$ cat config.mk
export PLATFORM = sky130hd
export DESIGN_NAME = date_pattern_tokenizer_core
export DESIGN_NICKNAME = d
export VERILOG_FILES = /design/src/rtl/dpt_pkg.sv /design/src/rtl/dpt_front.sv /design/src/rtl/dpt_queue.sv /design/src/rtl/dpt_back.sv /design/src/rtl/date_pattern_tokenizer_core.sv
export SDC_FILE = /design/constraint.sdc
export NUM_CORES = 1
export LEC_CHECK = 0
export CAP_MARGIN = 20
export CORE_ASPECT_RATIO = 1.2
export CORE_MARGIN = 10
export CORE_UTILIZATION = 40
export DETAILED_ROUTE_END_ITERATION = 8
export DONT_BUFFER_PORTS = 1
export SYNTH_ARGS = -nofsm -noshare
export SYNTH_HDL_FRONTEND = slang
export SYNTH_SLANG_ARGS = --single-unit
$ cat constraint.sdc
create_clock -name i_clk -period 14.4 [get_ports i_clk]
set_input_delay 1.44 -clock i_clk [delete_from_list [all_inputs] [get_ports i_clk]]
set_output_delay 1.44 -clock i_clk [all_outputs]
set_load 0.05 [all_outputs]
$ cat src/rtl/dpt_pkg.sv
// Shared types, constants and the pattern-letter lookup for the date pattern tokenizer.
package dpt_pkg;

    // Field widths fixed by the item format and by the upper limit of the quote depth.
    localparam int CNT_W   = 16;
    localparam int TAG_W   = 5;
    localparam int LEN_W   = 6;
    localparam int TOT_W   = 7;
    localparam int NOUT_W  = 6;
    localparam int MAX_OUT = 36;

    // Character and tag codes.
    localparam logic [7:0]       QUOTE_CHAR = 8'h27;
    localparam logic [7:0]       TAG_ASCII  = 8'd100;
    localparam logic [7:0]       TAG_CHARS  = 8'd101;
    localparam logic [TAG_W-1:0] TAG_MONTH  = 5'd2;
    localparam logic [TAG_W-1:0] TAG_ISO    = 5'd21;
    localparam logic [TAG_W-1:0] TAG_NONE   = 5'd23;
    localparam logic [CNT_W-1:0] CNT_MAX    = 16'hffff;

    // Error codes carried on an error transaction.
    localparam logic [2:0] ERR_NONE    = 3'd0;
    localparam logic [2:0] ERR_ILLEGAL = 3'd1;
    localparam logic [2:0] ERR_ISO     = 3'd2;
    localparam logic [2:0] ERR_UNTERM  = 3'd3;
    localparam logic [2:0] ERR_OVERFLOW = 3'd4;

    // Work description of one accepted pattern byte, in emission order.
    typedef struct packed {
        logic             fl1_en;
        logic [TAG_W-1:0] fl1_tag;
        logic [CNT_W-1:0] fl1_cnt;
        logic             drn_en;
        logic [LEN_W-1:0] drn_len;
        logic             drn_short;
        logic             ch_en;
        logic [7:0]       ch_byte;
        logic             fl2_en;
        logic [TAG_W-1:0] fl2_tag;
        logic [CNT_W-1:0] fl2_cnt;
        logic             mark_en;
        logic [2:0]       err;
        logic             fin;
        logic             smonth;
        logic [TOT_W-1:0] total;
    } t_cmd;

    // Write port of the quoted-text buffer.
    typedef struct packed {
        logic             en;
        logic [LEN_W-1:0] addr;
        logic [7:0]       data;
    } t_qwr;

    // Maps a pattern letter to its tag; TAG_NONE for any other byte.
    function automatic logic [TAG_W-1:0] letter_tag(input logic [7:0] c);
        logic [TAG_W-1:0] t;
        case (c)
            "G": t = 5'd0;
            "y": t = 5'd1;
            "M": t = 5'd2;
            "d": t = 5'd3;
            "k": t = 5'd4;
            "H": t = 5'd5;
            "m": t = 5'd6;
            "s": t = 5'd7;
            "S": t = 5'd8;
            "E": t = 5'd9;
            "D": t = 5'd10;
            "F": t = 5'd11;
            "w": t = 5'd12;
            "W": t = 5'd13;
            "a": t = 5'd14;
            "h": t = 5'd15;
            "K": t = 5'd16;
            "z": t = 5'd17;
            "Z": t = 5'd18;
            "Y": t = 5'd19;
            "u": t = 5'd20;
            "X": t = 5'd21;
            "L": t = 5'd22;
            default: t = TAG_NONE;
        endcase
        return t;
    endfunction

    // Number of units a letter run produces.
    function automatic logic [1:0] run_units(input logic [CNT_W-1:0] cnt);
        return (cnt < 16'd255) ? 2'd1 : 2'd3;
    endfunction

endpackage

$ cat src/rtl/dpt_front.sv
// Front end: accepts pattern bytes, tracks pattern state and issues at most one work command per byte.
module dpt_front
    import dpt_pkg::*;
#(
    parameter int QUOTE_DEPTH = 32
) (
    input  logic       i_clk,
    input  logic       i_rst_n,
    input  logic       i_in_valid,
    output logic       o_in_stall,
    input  logic [7:0] i_pattern_byte,
    input  logic       i_end_of_pattern,
    input  logic       i_q_full,
    input  logic       i_drain_done,
    output logic       o_push,
    output t_cmd       o_cmd,
    output t_qwr       o_qwr
);

    logic             r_in_quote, n_in_quote;
    logic             r_pending, n_pending;
    logic [TAG_W-1:0] r_run_tag, n_run_tag;
    logic             r_run_active, n_run_active;
    logic [CNT_W-1:0] r_run_count, n_run_count;
    logic [1:0]       r_lrs, n_lrs;
    logic [TAG_W-1:0] r_prev_tag, n_prev_tag;
    logic [LEN_W-1:0] r_qlen, n_qlen;
    logic             r_q0_hi, n_q0_hi;
    logic             r_discard, n_discard;
    logic             r_drain_busy, n_drain_busy;
    logic             accept;
    t_cmd             cmd;
    t_qwr             qwr;

    // Items wait while the queue is full or quoted text is still being read out.
    assign o_in_stall = i_q_full | r_drain_busy;
    assign accept     = i_in_valid & ~o_in_stall;

    // Classification of the byte and the resulting state and command.
    always_comb begin
        logic [7:0]       c;
        logic             last;
        logic             isq;
        logic             is_letter;
        logic [TAG_W-1:0] tidx;
        logic             pre_flush;
        logic             pre_iso;
        logic             do_open;
        logic             do_close;
        logic             buf_req;
        logic [7:0]       buf_data;
        logic             new_run;
        logic [2:0]       fault;
        logic [LEN_W-1:0] base;
        logic             act1;
        logic [CNT_W-1:0] cnt1;
        logic [1:0]       lrs1;
        logic [TAG_W-1:0] prev1;
        logic [TAG_W-1:0] tag1;
        logic             iq_post;
        logic             post_iso;
        logic [1:0]       lrs2;
        logic [TAG_W-1:0] prev2;
        logic [TOT_W-1:0] n_fl1;
        logic [TOT_W-1:0] n_drn;
        logic [TOT_W-1:0] n_ch;
        logic [TOT_W-1:0] n_fl2;
        logic [TOT_W-1:0] sum;

        c         = i_pattern_byte;
        last      = i_end_of_pattern;
        isq       = (c == QUOTE_CHAR);
        is_letter = ((c >= "a") && (c <= "z")) || ((c >= "A") && (c <= "Z"));
        tidx      = letter_tag(c);
        pre_iso   = r_run_active && (r_run_tag == TAG_ISO) && (r_run_count >= 16'd4);
        pre_flush = 1'b0;
        do_open   = 1'b0;
        do_close  = 1'b0;
        buf_req   = 1'b0;
        buf_data  = c;
        new_run   = 1'b0;
        fault     = ERR_NONE;
        cmd       = '0;
        qwr       = '0;

        n_in_quote   = r_in_quote;
        n_pending    = r_pending;
        n_run_tag    = r_run_tag;
        n_run_active = r_run_active;
        n_run_count  = r_run_count;
        n_lrs        = r_lrs;
        n_prev_tag   = r_prev_tag;
        n_qlen       = r_qlen;
        n_q0_hi      = r_q0_hi;
        n_discard    = r_discard;

        // Quote handling with one byte of lookahead, then the ordinary byte.
        if (isq) begin
            if (r_pending) begin
                n_pending = 1'b0;
                pre_flush = 1'b1;
                if (!pre_iso) begin
                    if (r_in_quote) begin
                        buf_req  = 1'b1;
                        buf_data = QUOTE_CHAR;
                    end else begin
                        cmd.ch_en   = 1'b1;
                        cmd.ch_byte = QUOTE_CHAR;
                    end
                end
            end else if (last) begin
                if (!r_in_quote) begin
                    pre_flush = 1'b1;
                    do_open   = !pre_iso;
                end else begin
                    do_close = 1'b1;
                end
            end else begin
                n_pending = 1'b1;
            end
        end else begin
            if (r_pending) begin
                n_pending = 1'b0;
                if (!r_in_quote) begin
                    pre_flush = 1'b1;
                    do_open   = !pre_iso;
                end else begin
                    do_close = 1'b1;
                end
            end
            if (!(pre_flush && pre_iso)) begin
                if (do_open || (r_in_quote && !do_close)) begin
                    buf_req  = 1'b1;
                    buf_data = c;
                end else if (!is_letter) begin
                    pre_flush = 1'b1;
                    if (!pre_iso) begin
                        cmd.ch_en   = 1'b1;
                        cmd.ch_byte = c;
                    end
                end else if (tidx == TAG_NONE) begin
                    fault = ERR_ILLEGAL;
                end else begin
                    if (r_run_active && (r_run_tag != tidx)) begin
                        pre_flush = 1'b1;
                    end
                    new_run = !(pre_flush && pre_iso);
                end
            end
        end

        if (pre_flush && pre_iso) begin
            fault = ERR_ISO;
        end

        // Flush of the run that was open before this byte.
        cmd.fl1_en  = pre_flush && r_run_active && !pre_iso;
        cmd.fl1_tag = r_run_tag;
        cmd.fl1_cnt = r_run_count;

        // Closing quote: the buffered text is read out by the back end.
        cmd.drn_en    = do_close;
        cmd.drn_len   = r_qlen;
        cmd.drn_short = (r_qlen == LEN_W'(1)) && !r_q0_hi;

        // Buffered byte, with overflow check.
        base = do_open ? '0 : r_qlen;
        if (buf_req && (fault == ERR_NONE)) begin
            if (base >= LEN_W'(QUOTE_DEPTH)) begin
                fault = ERR_OVERFLOW;
            end else begin
                qwr.en   = accept;
                qwr.addr = base;
                qwr.data = buf_data;
                n_qlen   = base + LEN_W'(1);
                if (base == '0) begin
                    n_q0_hi = buf_data[7];
                end
            end
        end else if (do_open) begin
            n_qlen = '0;
        end

        // Run state after this byte.
        act1  = cmd.fl1_en ? 1'b0 : r_run_active;
        cnt1  = cmd.fl1_en ? '0 : r_run_count;
        lrs1  = (cmd.fl1_en && (r_lrs != 2'd3)) ? r_lrs + 2'd1 : r_lrs;
        prev1 = cmd.fl1_en ? r_run_tag : r_prev_tag;
        tag1  = r_run_tag;
        if (new_run) begin
            act1 = 1'b1;
            tag1 = tidx;
            cnt1 = (cnt1 == CNT_MAX) ? cnt1 : cnt1 + 16'd1;
        end
        iq_post = do_open || (r_in_quote && !do_close);

        // End of pattern: final flush, end marker and month flag.
        post_iso = act1 && (tag1 == TAG_ISO) && (cnt1 >= 16'd4);
        lrs2     = lrs1;
        prev2    = prev1;
        if (last && (fault == ERR_NONE)) begin
            if (iq_post) begin
                fault = ERR_UNTERM;
            end else if (post_iso) begin
                fault = ERR_ISO;
            end else begin
                cmd.fl2_en  = act1;
                cmd.fl2_tag = tag1;
                cmd.fl2_cnt = cnt1;
                if (act1) begin
                    lrs2  = (lrs1 != 2'd3) ? lrs1 + 2'd1 : lrs1;
                    prev2 = tag1;
                end
                cmd.fin    = 1'b1;
                cmd.smonth = (lrs2 == 2'd1) && (prev2 == TAG_MONTH);
            end
        end
        cmd.err = fault;

        // Transaction count of this byte.
        n_fl1 = cmd.fl1_en ? TOT_W'(run_units(cmd.fl1_cnt)) : '0;
        n_drn = !cmd.drn_en ? '0 :
                cmd.drn_short ? TOT_W'(1) : TOT_W'(cmd.drn_len) + TOT_W'(1);
        n_ch  = !cmd.ch_en ? '0 : (cmd.ch_byte[7] ? TOT_W'(2) : TOT_W'(1));
        n_fl2 = cmd.fl2_en ? TOT_W'(run_units(cmd.fl2_cnt)) : '0;
        sum   = n_fl1 + n_drn + n_ch + n_fl2;
        cmd.mark_en = cmd.fin && (sum == '0);
        cmd.total   = sum + TOT_W'(cmd.mark_en) + TOT_W'(fault != ERR_NONE);

        // Commit, clear on end or fault.
        n_in_quote   = iq_post;
        n_run_active = act1;
        n_run_tag    = tag1;
        n_run_count  = cnt1;
        n_lrs        = lrs1;
        n_prev_tag   = prev1;
        if (last || (fault != ERR_NONE)) begin
            n_in_quote   = 1'b0;
            n_pending    = 1'b0;
            n_run_tag    = '0;
            n_run_active = 1'b0;
            n_run_count  = '0;
            n_lrs        = '0;
            n_prev_tag   = '0;
            n_qlen       = '0;
            n_discard    = (fault != ERR_NONE) && !last;
        end

        // Discard mode overrides everything until the end of the pattern.
        if (r_discard) begin
            cmd          = '0;
            qwr          = '0;
            n_in_quote   = r_in_quote;
            n_pending    = r_pending;
            n_run_tag    = r_run_tag;
            n_run_active = r_run_active;
            n_run_count  = r_run_count;
            n_lrs        = r_lrs;
            n_prev_tag   = r_prev_tag;
            n_qlen       = r_qlen;
            n_q0_hi      = r_q0_hi;
            n_discard    = !last;
        end
    end

    assign o_push = accept && (cmd.total != '0);
    assign o_cmd  = cmd;
    assign o_qwr  = qwr;

    // A drain stays outstanding until the back end retires its command.
    assign n_drain_busy = (r_drain_busy && !i_drain_done) || (o_push && cmd.drn_en);

    // State registers.
    always_ff @(posedge i_clk) begin
        if (!i_rst_n) begin
            r_in_quote   <= 1'b0;
            r_pending    <= 1'b0;
            r_run_tag    <= '0;
            r_run_active <= 1'b0;
            r_run_count  <= '0;
            r_lrs        <= '0;
            r_prev_tag   <= '0;
            r_qlen       <= '0;
            r_q0_hi      <= 1'b0;
            r_discard    <= 1'b0;
            r_drain_busy <= 1'b0;
        end else begin
            r_drain_busy <= n_drain_busy;
            if (accept) begin
                r_in_quote   <= n_in_quote;
                r_pending    <= n_pending;
                r_run_tag    <= n_run_tag;
                r_run_active <= n_run_active;
                r_run_count  <= n_run_count;
                r_lrs        <= n_lrs;
                r_prev_tag   <= n_prev_tag;
                r_qlen       <= n_qlen;
                r_q0_hi      <= n_q0_hi;
                r_discard    <= n_discard;
            end
        end
    end

endmodule

$ cat src/rtl/dpt_queue.sv
// Two-entry command queue between the front end and the back end.
module dpt_queue
    import dpt_pkg::*;
(
    input  logic i_clk,
    input  logic i_rst_n,
    input  logic i_push,
    input  t_cmd i_data,
    output logic o_full,
    output logic o_valid,
    output t_cmd o_data,
    input  logic i_pop
);

    t_cmd       r_slot [2];
    logic       r_wp;
    logic       r_rp;
    logic [1:0] r_cnt;
    logic       do_push;
    logic       do_pop;

    assign o_full  = (r_cnt == 2'd2);
    assign o_valid = (r_cnt != 2'd0);
    assign o_data  = r_slot[r_rp];
    assign do_push = i_push && !o_full;
    assign do_pop  = i_pop && o_valid;

    // Pointers and fill count.
    always_ff @(posedge i_clk) begin
        if (!i_rst_n) begin
            r_wp  <= 1'b0;
            r_rp  <= 1'b0;
            r_cnt <= 2'd0;
        end else begin
            if (do_push) begin
                r_wp <= ~r_wp;
            end
            if (do_pop) begin
                r_rp <= ~r_rp;
            end
            r_cnt <= r_cnt + 2'(do_push) - 2'(do_pop);
        end
    end

    // Entry storage.
    always_ff @(posedge i_clk) begin
        if (do_push) begin
            r_slot[r_wp] <= i_data;
        end
    end

endmodule

$ cat src/rtl/dpt_back.sv
// Back end: expands each command into code-unit transactions and holds the quoted-text buffer.
module dpt_back
    import dpt_pkg::*;
#(
    parameter int QUOTE_DEPTH = 32
) (
    input  logic        i_clk,
    input  logic        i_rst_n,
    input  logic        i_q_valid,
    input  t_cmd        i_q_data,
    output logic        o_pop,
    input  t_qwr        i_qwr,
    output logic        o_drain_done,
    output logic        o_out_valid,
    input  logic        i_out_stall,
    output logic [15:0] o_code_unit,
    output logic        o_unit_valid,
    output logic        o_last_unit,
    output logic        o_standalone_month,
    output logic [2:0]  o_error_code
);

    localparam int AW = (QUOTE_DEPTH > 1) ? $clog2(QUOTE_DEPTH) : 1;

    // Segment codes, in emission order.
    localparam logic [2:0] SEG_FL1  = 3'd0;
    localparam logic [2:0] SEG_DRN  = 3'd1;
    localparam logic [2:0] SEG_CH   = 3'd2;
    localparam logic [2:0] SEG_FL2  = 3'd3;
    localparam logic [2:0] SEG_MARK = 3'd4;
    localparam logic [2:0] SEG_ERR  = 3'd5;
    localparam logic [2:0] SEG_DONE = 3'd6;

    logic [7:0]        r_mem [QUOTE_DEPTH];
    logic [7:0]        r_rdata;
    logic [AW-1:0]     rd_addr;

    logic              r_busy;
    t_cmd              r_cmd;
    logic [2:0]        r_seg, n_seg;
    logic [1:0]        r_sub, n_sub;
    logic [LEN_W-1:0]  r_di, n_di;
    logic [NOUT_W-1:0] r_nout;

    logic              r_out_valid;
    logic [15:0]       r_code_unit;
    logic              r_unit_valid;
    logic              r_last_unit;
    logic              r_smonth;
    logic [2:0]        r_err;

    logic              can_emit;
    logic              emit;
    logic              fire;
    logic              seg_end;
    logic              final_unit;
    logic [15:0]       unit;
    logic [TOT_W-1:0]  lim;
    logic [CNT_W-1:0]  fl_cnt;
    logic [TAG_W-1:0]  fl_tag;

    // First segment at or after a given one that has work in the command.
    function automatic logic [2:0] seg_from(input t_cmd c, input logic [2:0] from);
        logic [5:0] flags;
        logic [2:0] s;
        logic       found;
        flags = {c.err != ERR_NONE, c.mark_en, c.fl2_en, c.ch_en, c.drn_en, c.fl1_en};
        s     = SEG_DONE;
        found = 1'b0;
        for (int k = 0; k < 6; k++) begin
            if (!found && flags[k] && (3'(k) >= from)) begin
                s     = 3'(k);
                found = 1'b1;
            end
        end
        return s;
    endfunction

    assign o_pop    = !r_busy && i_q_valid;
    assign can_emit = !r_out_valid || !i_out_stall;
    assign lim      = (r_cmd.total > TOT_W'(MAX_OUT)) ? TOT_W'(MAX_OUT) : r_cmd.total;
    assign fl_cnt   = (r_seg == SEG_FL1) ? r_cmd.fl1_cnt : r_cmd.fl2_cnt;
    assign fl_tag   = (r_seg == SEG_FL1) ? r_cmd.fl1_tag : r_cmd.fl2_tag;

    // Unit generation for the current segment.
    always_comb begin
        emit    = 1'b1;
        seg_end = 1'b0;
        unit    = '0;
        n_sub   = r_sub + 2'd1;
        n_di    = r_di;
        case (r_seg)
            SEG_FL1, SEG_FL2: begin
                case (r_sub)
                    2'd0: unit = {3'b000, fl_tag,
                                  (fl_cnt < 16'd255) ? fl_cnt[7:0] : 8'hff};
                    2'd1: unit = '0;
                    default: unit = fl_cnt;
                endcase
                seg_end = (r_sub == (run_units(fl_cnt) - 2'd1));
            end
            SEG_DRN: begin
                if (r_sub == 2'd0) begin
                    if (r_cmd.drn_short) begin
                        emit = 1'b0;
                    end else begin
                        unit    = {TAG_CHARS, 2'b00, r_cmd.drn_len};
                        seg_end = (r_cmd.drn_len == '0);
                    end
                end else if (r_cmd.drn_short) begin
                    unit    = {TAG_ASCII, r_rdata};
                    seg_end = 1'b1;
                end else begin
                    unit    = {8'h00, r_rdata};
                    n_sub   = r_sub;
                    n_di    = r_di + LEN_W'(1);
                    seg_end = (n_di == r_cmd.drn_len);
                end
            end
            SEG_CH: begin
                if (r_sub == 2'd0) begin
                    unit    = r_cmd.ch_byte[7] ? {TAG_CHARS, 8'd1} : {TAG_ASCII, r_cmd.ch_byte};
                    seg_end = !r_cmd.ch_byte[7];
                end else begin
                    unit    = {8'h00, r_cmd.ch_byte};
                    seg_end = 1'b1;
                end
            end
            SEG_MARK, SEG_ERR: begin
                seg_end = 1'b1;
            end
            default: begin
                emit = 1'b0;
            end
        endcase
        n_seg = seg_end ? seg_from(r_cmd, r_seg + 3'd1) : r_seg;
    end

    assign fire         = r_busy && can_emit && emit;
    assign final_unit   = fire && ((TOT_W'(r_nout) + TOT_W'(1)) == lim);
    assign o_drain_done = final_unit && r_cmd.drn_en;

    // Read address runs one byte ahead while a byte is going out.
    assign rd_addr = (fire && (r_seg == SEG_DRN) && (r_sub != 2'd0))
                   ? n_di[AW-1:0] : r_di[AW-1:0];

    // Quoted-text buffer.
    always_ff @(posedge i_clk) begin
        if (i_qwr.en) begin
            r_mem[i_qwr.addr[AW-1:0]] <= i_qwr.data;
        end
        r_rdata <= r_mem[rd_addr];
    end

    // Command sequencer.
    always_ff @(posedge i_clk) begin
        if (!i_rst_n) begin
            r_busy <= 1'b0;
            r_seg  <= SEG_DONE;
            r_sub  <= '0;
            r_di   <= '0;
            r_nout <= '0;
        end else if (!r_busy) begin
            if (i_q_valid) begin
                r_busy <= 1'b1;
                r_seg  <= seg_from(i_q_data, SEG_FL1);
                r_sub  <= '0;
                r_di   <= '0;
                r_nout <= '0;
            end
        end else if (fire) begin
            r_nout <= r_nout + NOUT_W'(1);
            r_di   <= n_di;
            if (final_unit) begin
                r_busy <= 1'b0;
            end else if (seg_end) begin
                r_seg <= n_seg;
                r_sub <= '0;
            end else begin
                r_sub <= n_sub;
            end
        end else if (!emit && (r_seg == SEG_DRN)) begin
            // Single ASCII quoted byte: wait for its read data from the buffer.
            r_sub <= 2'd1;
        end
    end

    // Command register.
    always_ff @(posedge i_clk) begin
        if (o_pop) begin
            r_cmd <= i_q_data;
        end
    end

    // Output register.
    always_ff @(posedge i_clk) begin
        if (!i_rst_n) begin
            r_out_valid <= 1'b0;
        end else if (fire) begin
            r_out_valid <= 1'b1;
        end else if (!i_out_stall) begin
            r_out_valid <= 1'b0;
        end
    end

    always_ff @(posedge i_clk) begin
        if (fire) begin
            r_code_unit  <= unit;
            r_unit_valid <= (r_seg != SEG_MARK) && (r_seg != SEG_ERR);
            r_last_unit  <= (r_seg == SEG_ERR) || (r_cmd.fin && final_unit);
            r_smonth     <= r_cmd.fin && final_unit && r_cmd.smonth;
            r_err        <= (r_seg == SEG_ERR) ? r_cmd.err : ERR_NONE;
        end
    end

    assign o_out_valid        = r_out_valid;
    assign o_code_unit        = r_code_unit;
    assign o_unit_valid       = r_unit_valid;
    assign o_last_unit        = r_last_unit;
    assign o_standalone_month = r_smonth;
    assign o_error_code       = r_err;

endmodule

$ cat src/rtl/date_pattern_tokenizer_core.sv
// Top level of the date pattern tokenizer: front end, command queue and back end.
//
// The block compiles a date-format pattern, one byte per input transaction, into 16-bit
// code units, one unit per output transaction. The front end takes a byte whenever the
// two-entry command queue has room and no quoted-text readout is outstanding, and turns
// it into at most one command. The back end first loads each command and then emits one
// unit per cycle while the output is not stalled. A byte that causes no output
// transaction pushes no command. Closing a quote reads n buffered bytes out of a
// QUOTE_DEPTH-byte memory at one byte per cycle after a header while the output is not
// stalled. The back end steps through load, header and n bytes; a lone ASCII byte takes
// load, a read wait and its unit instead. The front end takes no further byte until the
// back end has finished the command that holds that readout. Quoted-text memory contents
// are undefined after reset; only bytes written in the current pattern are read.
module date_pattern_tokenizer_core
    import dpt_pkg::*;
#(
    parameter int QUOTE_DEPTH = 32
) (
    input  logic        i_clk,
    input  logic        i_rst_n,
    input  logic        i_in_valid,
    output logic        o_in_stall,
    input  logic [7:0]  i_pattern_byte,
    input  logic        i_end_of_pattern,
    output logic        o_out_valid,
    input  logic        i_out_stall,
    output logic [15:0] o_code_unit,
    output logic        o_unit_valid,
    output logic        o_last_unit,
    output logic        o_standalone_month,
    output logic [2:0]  o_error_code
);

    logic push;
    t_cmd push_cmd;
    t_qwr qwr;
    logic q_full;
    logic q_valid;
    t_cmd q_data;
    logic pop;
    logic drain_done;

    // Byte classification and pattern state.
    dpt_front #(
        .QUOTE_DEPTH(QUOTE_DEPTH)
    ) u_front (
        .i_clk           (i_clk),
        .i_rst_n         (i_rst_n),
        .i_in_valid      (i_in_valid),
        .o_in_stall      (o_in_stall),
        .i_pattern_byte  (i_pattern_byte),
        .i_end_of_pattern(i_end_of_pattern),
        .i_q_full        (q_full),
        .i_drain_done    (drain_done),
        .o_push          (push),
        .o_cmd           (push_cmd),
        .o_qwr           (qwr)
    );

    // Decoupling queue.
    dpt_queue u_queue (
        .i_clk  (i_clk),
        .i_rst_n(i_rst_n),
        .i_push (push),
        .i_data (push_cmd),
        .o_full (q_full),
        .o_valid(q_valid),
        .o_data (q_data),
        .i_pop  (pop)
    );

    // Unit expansion and output register.
    dpt_back #(
        .QUOTE_DEPTH(QUOTE_DEPTH)
    ) u_back (
        .i_clk             (i_clk),
        .i_rst_n           (i_rst_n),
        .i_q_valid         (q_valid),
        .i_q_data          (q_data),
        .o_pop             (pop),
        .i_qwr             (qwr),
        .o_drain_done      (drain_done),
        .o_out_valid       (o_out_valid),
        .i_out_stall       (i_out_stall),
        .o_code_unit       (o_code_unit),
        .o_unit_valid      (o_unit_valid),
        .o_last_unit       (o_last_unit),
        .o_standalone_month(o_standalone_month),
        .o_error_code      (o_error_code)
    );

endmodule
==> impl_results.md <==
- Antenna violations before repair: 1
- DRT iter0 DRCs: 1287
- Critical Path Max Stage Delay: 0.72 ns
- Cells after Synth: 1811
- Setup crit start kind: input port
- Number of diodes: 0
- Vias: 15100
- Worst Max-Slew Pin Slew: 1.12 ns
- DR WL/cell: 22.2 microns
- Share of layout cells above drive strength 1: 16.8%
- Max-cap violation count: 0
- Crit Path Max Fanout: 52
- CP required: 14.62 ns
- Pwr Total: 4.02 mW
- Reg2Reg Capture Point: u_queue.r_slot[0][22]
- IO Count: 37
- Yosys warns: 0
- Post-synthesis async set-or-reset flop share: 0%
- Wire length on met3: 3660 microns
- Mapped Area: 0.0254 sq mm
- Final setup TNS: 0 ns
- Total congestion overflow: 0
- Leak: 9.33 nW
- CTS Root Cell: clkbuf_16
- Drt total wl: 59400 microns
- Slew margin rel.: 25.4%
- Vias in the first global route: 15100
- Post-synth EDFFs: 500
- Dpl hpwl: 40000 microns
- R2r setup slk: 3.00 ns
- Syn_area_per_cell: 14.0 sq um
- H-tree Lvls: 2
- Setup crit end kind: flip-flop
- Post-synth top area share: 59.1%
- Worst R2R Start: u_front.r_in_quote
- Die X: 250 microns
- Critical path type: in -> reg
- Synth area leaders: edfxtp_1 (59%), mux4_2 (7.1%), dfxtp_1 (5.7%)
- Buffers on Ports: 0
- Die height: 296 microns
- Clk_lat worst skew: 0.62 ns
- Worst Setup EP: u_queue.r_slot[0][22]
- Outcome: completed
- Initial Utilization: 40.3%
- Fmax: 78.3 MHz
- Die footprint: 0.0740 sq mm
- Post-CTS setup buffer count: 0
- #FFs+latches synth: 572
- Wire length of the first global-routing pass: 92200 microns
- CTS Buf Count: 54
- Worst Setup SP: i_pattern_byte[0]
- Final net count: 1850
- Antenna Nets Post-Route: 0
- Dominant synthesized flop cell: edfxtp_1
- Worst IR drop on VDD: 0.0949 mV
- Max Transition Viols Final: 0
- Routability cong.: 0.867
- Crit path top cell by count: fa_1
- Clk buf depth: 3
- Largest net degree at the start of global routing: 77
- Synth area leader: edfxtp_1
- Syn_nets: 1858
- Clock sinks: 572
- CTS Hold Buffers Added: 0
- Worst clock skew: 0.0326 ns
- Hold WC Path Type: reg -> reg
- Area delta synth->final: 10.7%
- Power Dens Cells: 143 mW/mm^2
- Final Setup Violations: 0
- Critical Path AT: 13.00 ns
- All-Layer GR Usage: 16.0%
- Crit path time final: 12.78 ns
- PostCTS Resize Cnt: 0
- Metal-1 WL: 25900 microns
- # DRC: 0
- Met2 wire length: 28300 microns
- Post-synthesis sequential area ratio: 64.8%
- Site Rows: 101
- Slowest cell on the critical path: nor4_1
- Top sig layer: met5
- RSZ-0062 raised after global routing: no
- Cell variety after synth: 79
- CTS tree: yes
- Reg2Reg Depth: 35
- Final Cycle Share: 88.7%
- Drt pass-1 iters: 5
- Clock-pin slew on the worst setup and hold paths: 0.06 ns
- Number of vias per cell: 5.64
- Final Hold Fails: 0
- CORE AREA: 0.0631 sq mm
-- kinds of logic after synthesis --
group | count (synthesis) | share of synthesized area [%]
XOR/XNOR | 51 | 1.76
AO/OA/AOI/OAI | 253 | 6.43
multiplexers | 181 | 11.5
buffers and inverters | 141 | 2.25
flip-flops | 572 | 64.8
adder cells (fa/ha/maj) | 34 | 1.82
AND/OR/NAND/NOR | 579 | 11.4
-- cell usage after synthesis (all sizes together) (13+ instances only) --
cell / instances
mux2: 85
o21ai: 62
a31oi: 13
nand4: 15
and2: 21
edfxtp: 500
buf: 26
inv: 42
or3: 18
dfxtp: 72
nor2b: 32
nand3: 40
mux4: 80
xor2: 21
mux2i: 16
xnor2: 30
a22oi: 15
a21oi: 73
clkbuf: 73
nand2: 117
nor2: 163
nor3: 63
ha: 29
nor4: 27
and3: 19
-- cell type report --
class | count | area, sq um
timing repair buffer | 35 | 260
multi-input combinational | 1098 | 8430
clock buffer | 70 | 1500
fill | 5476 | 34900
tap | 824 | 1030
clock inverter | 31 | 279
sequential | 572 | 16500
inverter | 42 | 158
-- metrics by stage --
step / setup WS [ns] / cell area (sq um) / std cells / utilization (%) / hold slack [ns]
2_1_floorplan: 0.919 / 25400 / 1811 / - / 0.454
3_3_place_gp: 1.38 / 26300 / 2570 / 41.8 / 0.491
3_5_place_dp: 1.00 / 26300 / 2571 / 41.8 / 0.488
4_1_cts: 1.62 / 28100 / 2672 / 44.6 / 0.502
5_1_grt: 0.517 / 28100 / 2672 / 44.6 / 0.527
6_report: 1.62 / 28100 / 2672 / 44.6 / 0.499
-- state kept, by name, summed over array words and instances (netlist names), 2 cells and up, named ones only --
name,flops
u_front.r_prev_tag,5
u_queue.r_slot,148
u_back.r_mem,256
u_back.r_seg,3
u_back.r_di,6
u_back.r_nout,6
u_back.o_code_unit,16
u_queue.r_cnt,2
u_back.r_cmd,74
u_back.r_rdata,8
u_front.r_run_tag,5
u_back.r_sub,2
u_front.r_lrs,2
u_front.r_run_count,16
u_front.r_qlen,6
u_back.o_error_code,3
-- worst min-delay path by stage --
stage / startpoint / endpoint / slack (ns) / depth (start not counted)
after floorplan: u_front.r_drain_busy / u_front.r_drain_busy / 0.45 / 2
after global placement: u_back.r_nout[1] / u_back.r_nout[1] / 0.49 / 2
after detailed placement: u_front.r_drain_busy / u_front.r_drain_busy / 0.49 / 2
after CTS: u_front.r_drain_busy / u_front.r_drain_busy / 0.50 / 2
after global routing: u_front.r_drain_busy / u_front.r_drain_busy / 0.53 / 2
final: u_front.r_drain_busy / u_front.r_drain_busy / 0.50 / 2
-- per-layer routing --
| layer | up-vias | global-route usage [%] |
|---|---|---|
| li1 | 6936 | - |
| met5 | - | 0 |
| met2 | 454 | 25.7 |
| met1 | 7580 | 21.5 |
| met4 | 2 | 5.09 |
| met3 | 98 | 3.19 |
-- power breakdown --
part           internal [mW]  total, mW  switching (mW)
clock network          0.795       1.42           0.620
registers               2.01       2.13           0.119
logic                  0.177      0.483           0.307
total                   2.98       4.02            1.05
-- critical path: cells and delay by family --
kind	cells	cell delay [ns]
buf+inv	4	0.86
simple gates	16	5.84
compound gates	10	2.14
fa+ha+maj	7	2.32
xor+xnor	2	0.33
-- layout by cell type (no fill, tap or decap), types with 29 or more instances in the layout --
cell type  count
nand3_1       40
nor2b_1       30
ha_1          29
nor2_1       160
a21oi_1       73
inv_1         40
o21ai_0       60
edfxtp_1     500
mux2_2        85
nor3_1        63
dfxtp_1       70
nand2_1      117
clkbuf_16     56
mux4_2        80
buf_4         34
Note: power is estimated with default switching activity, not from simulation.
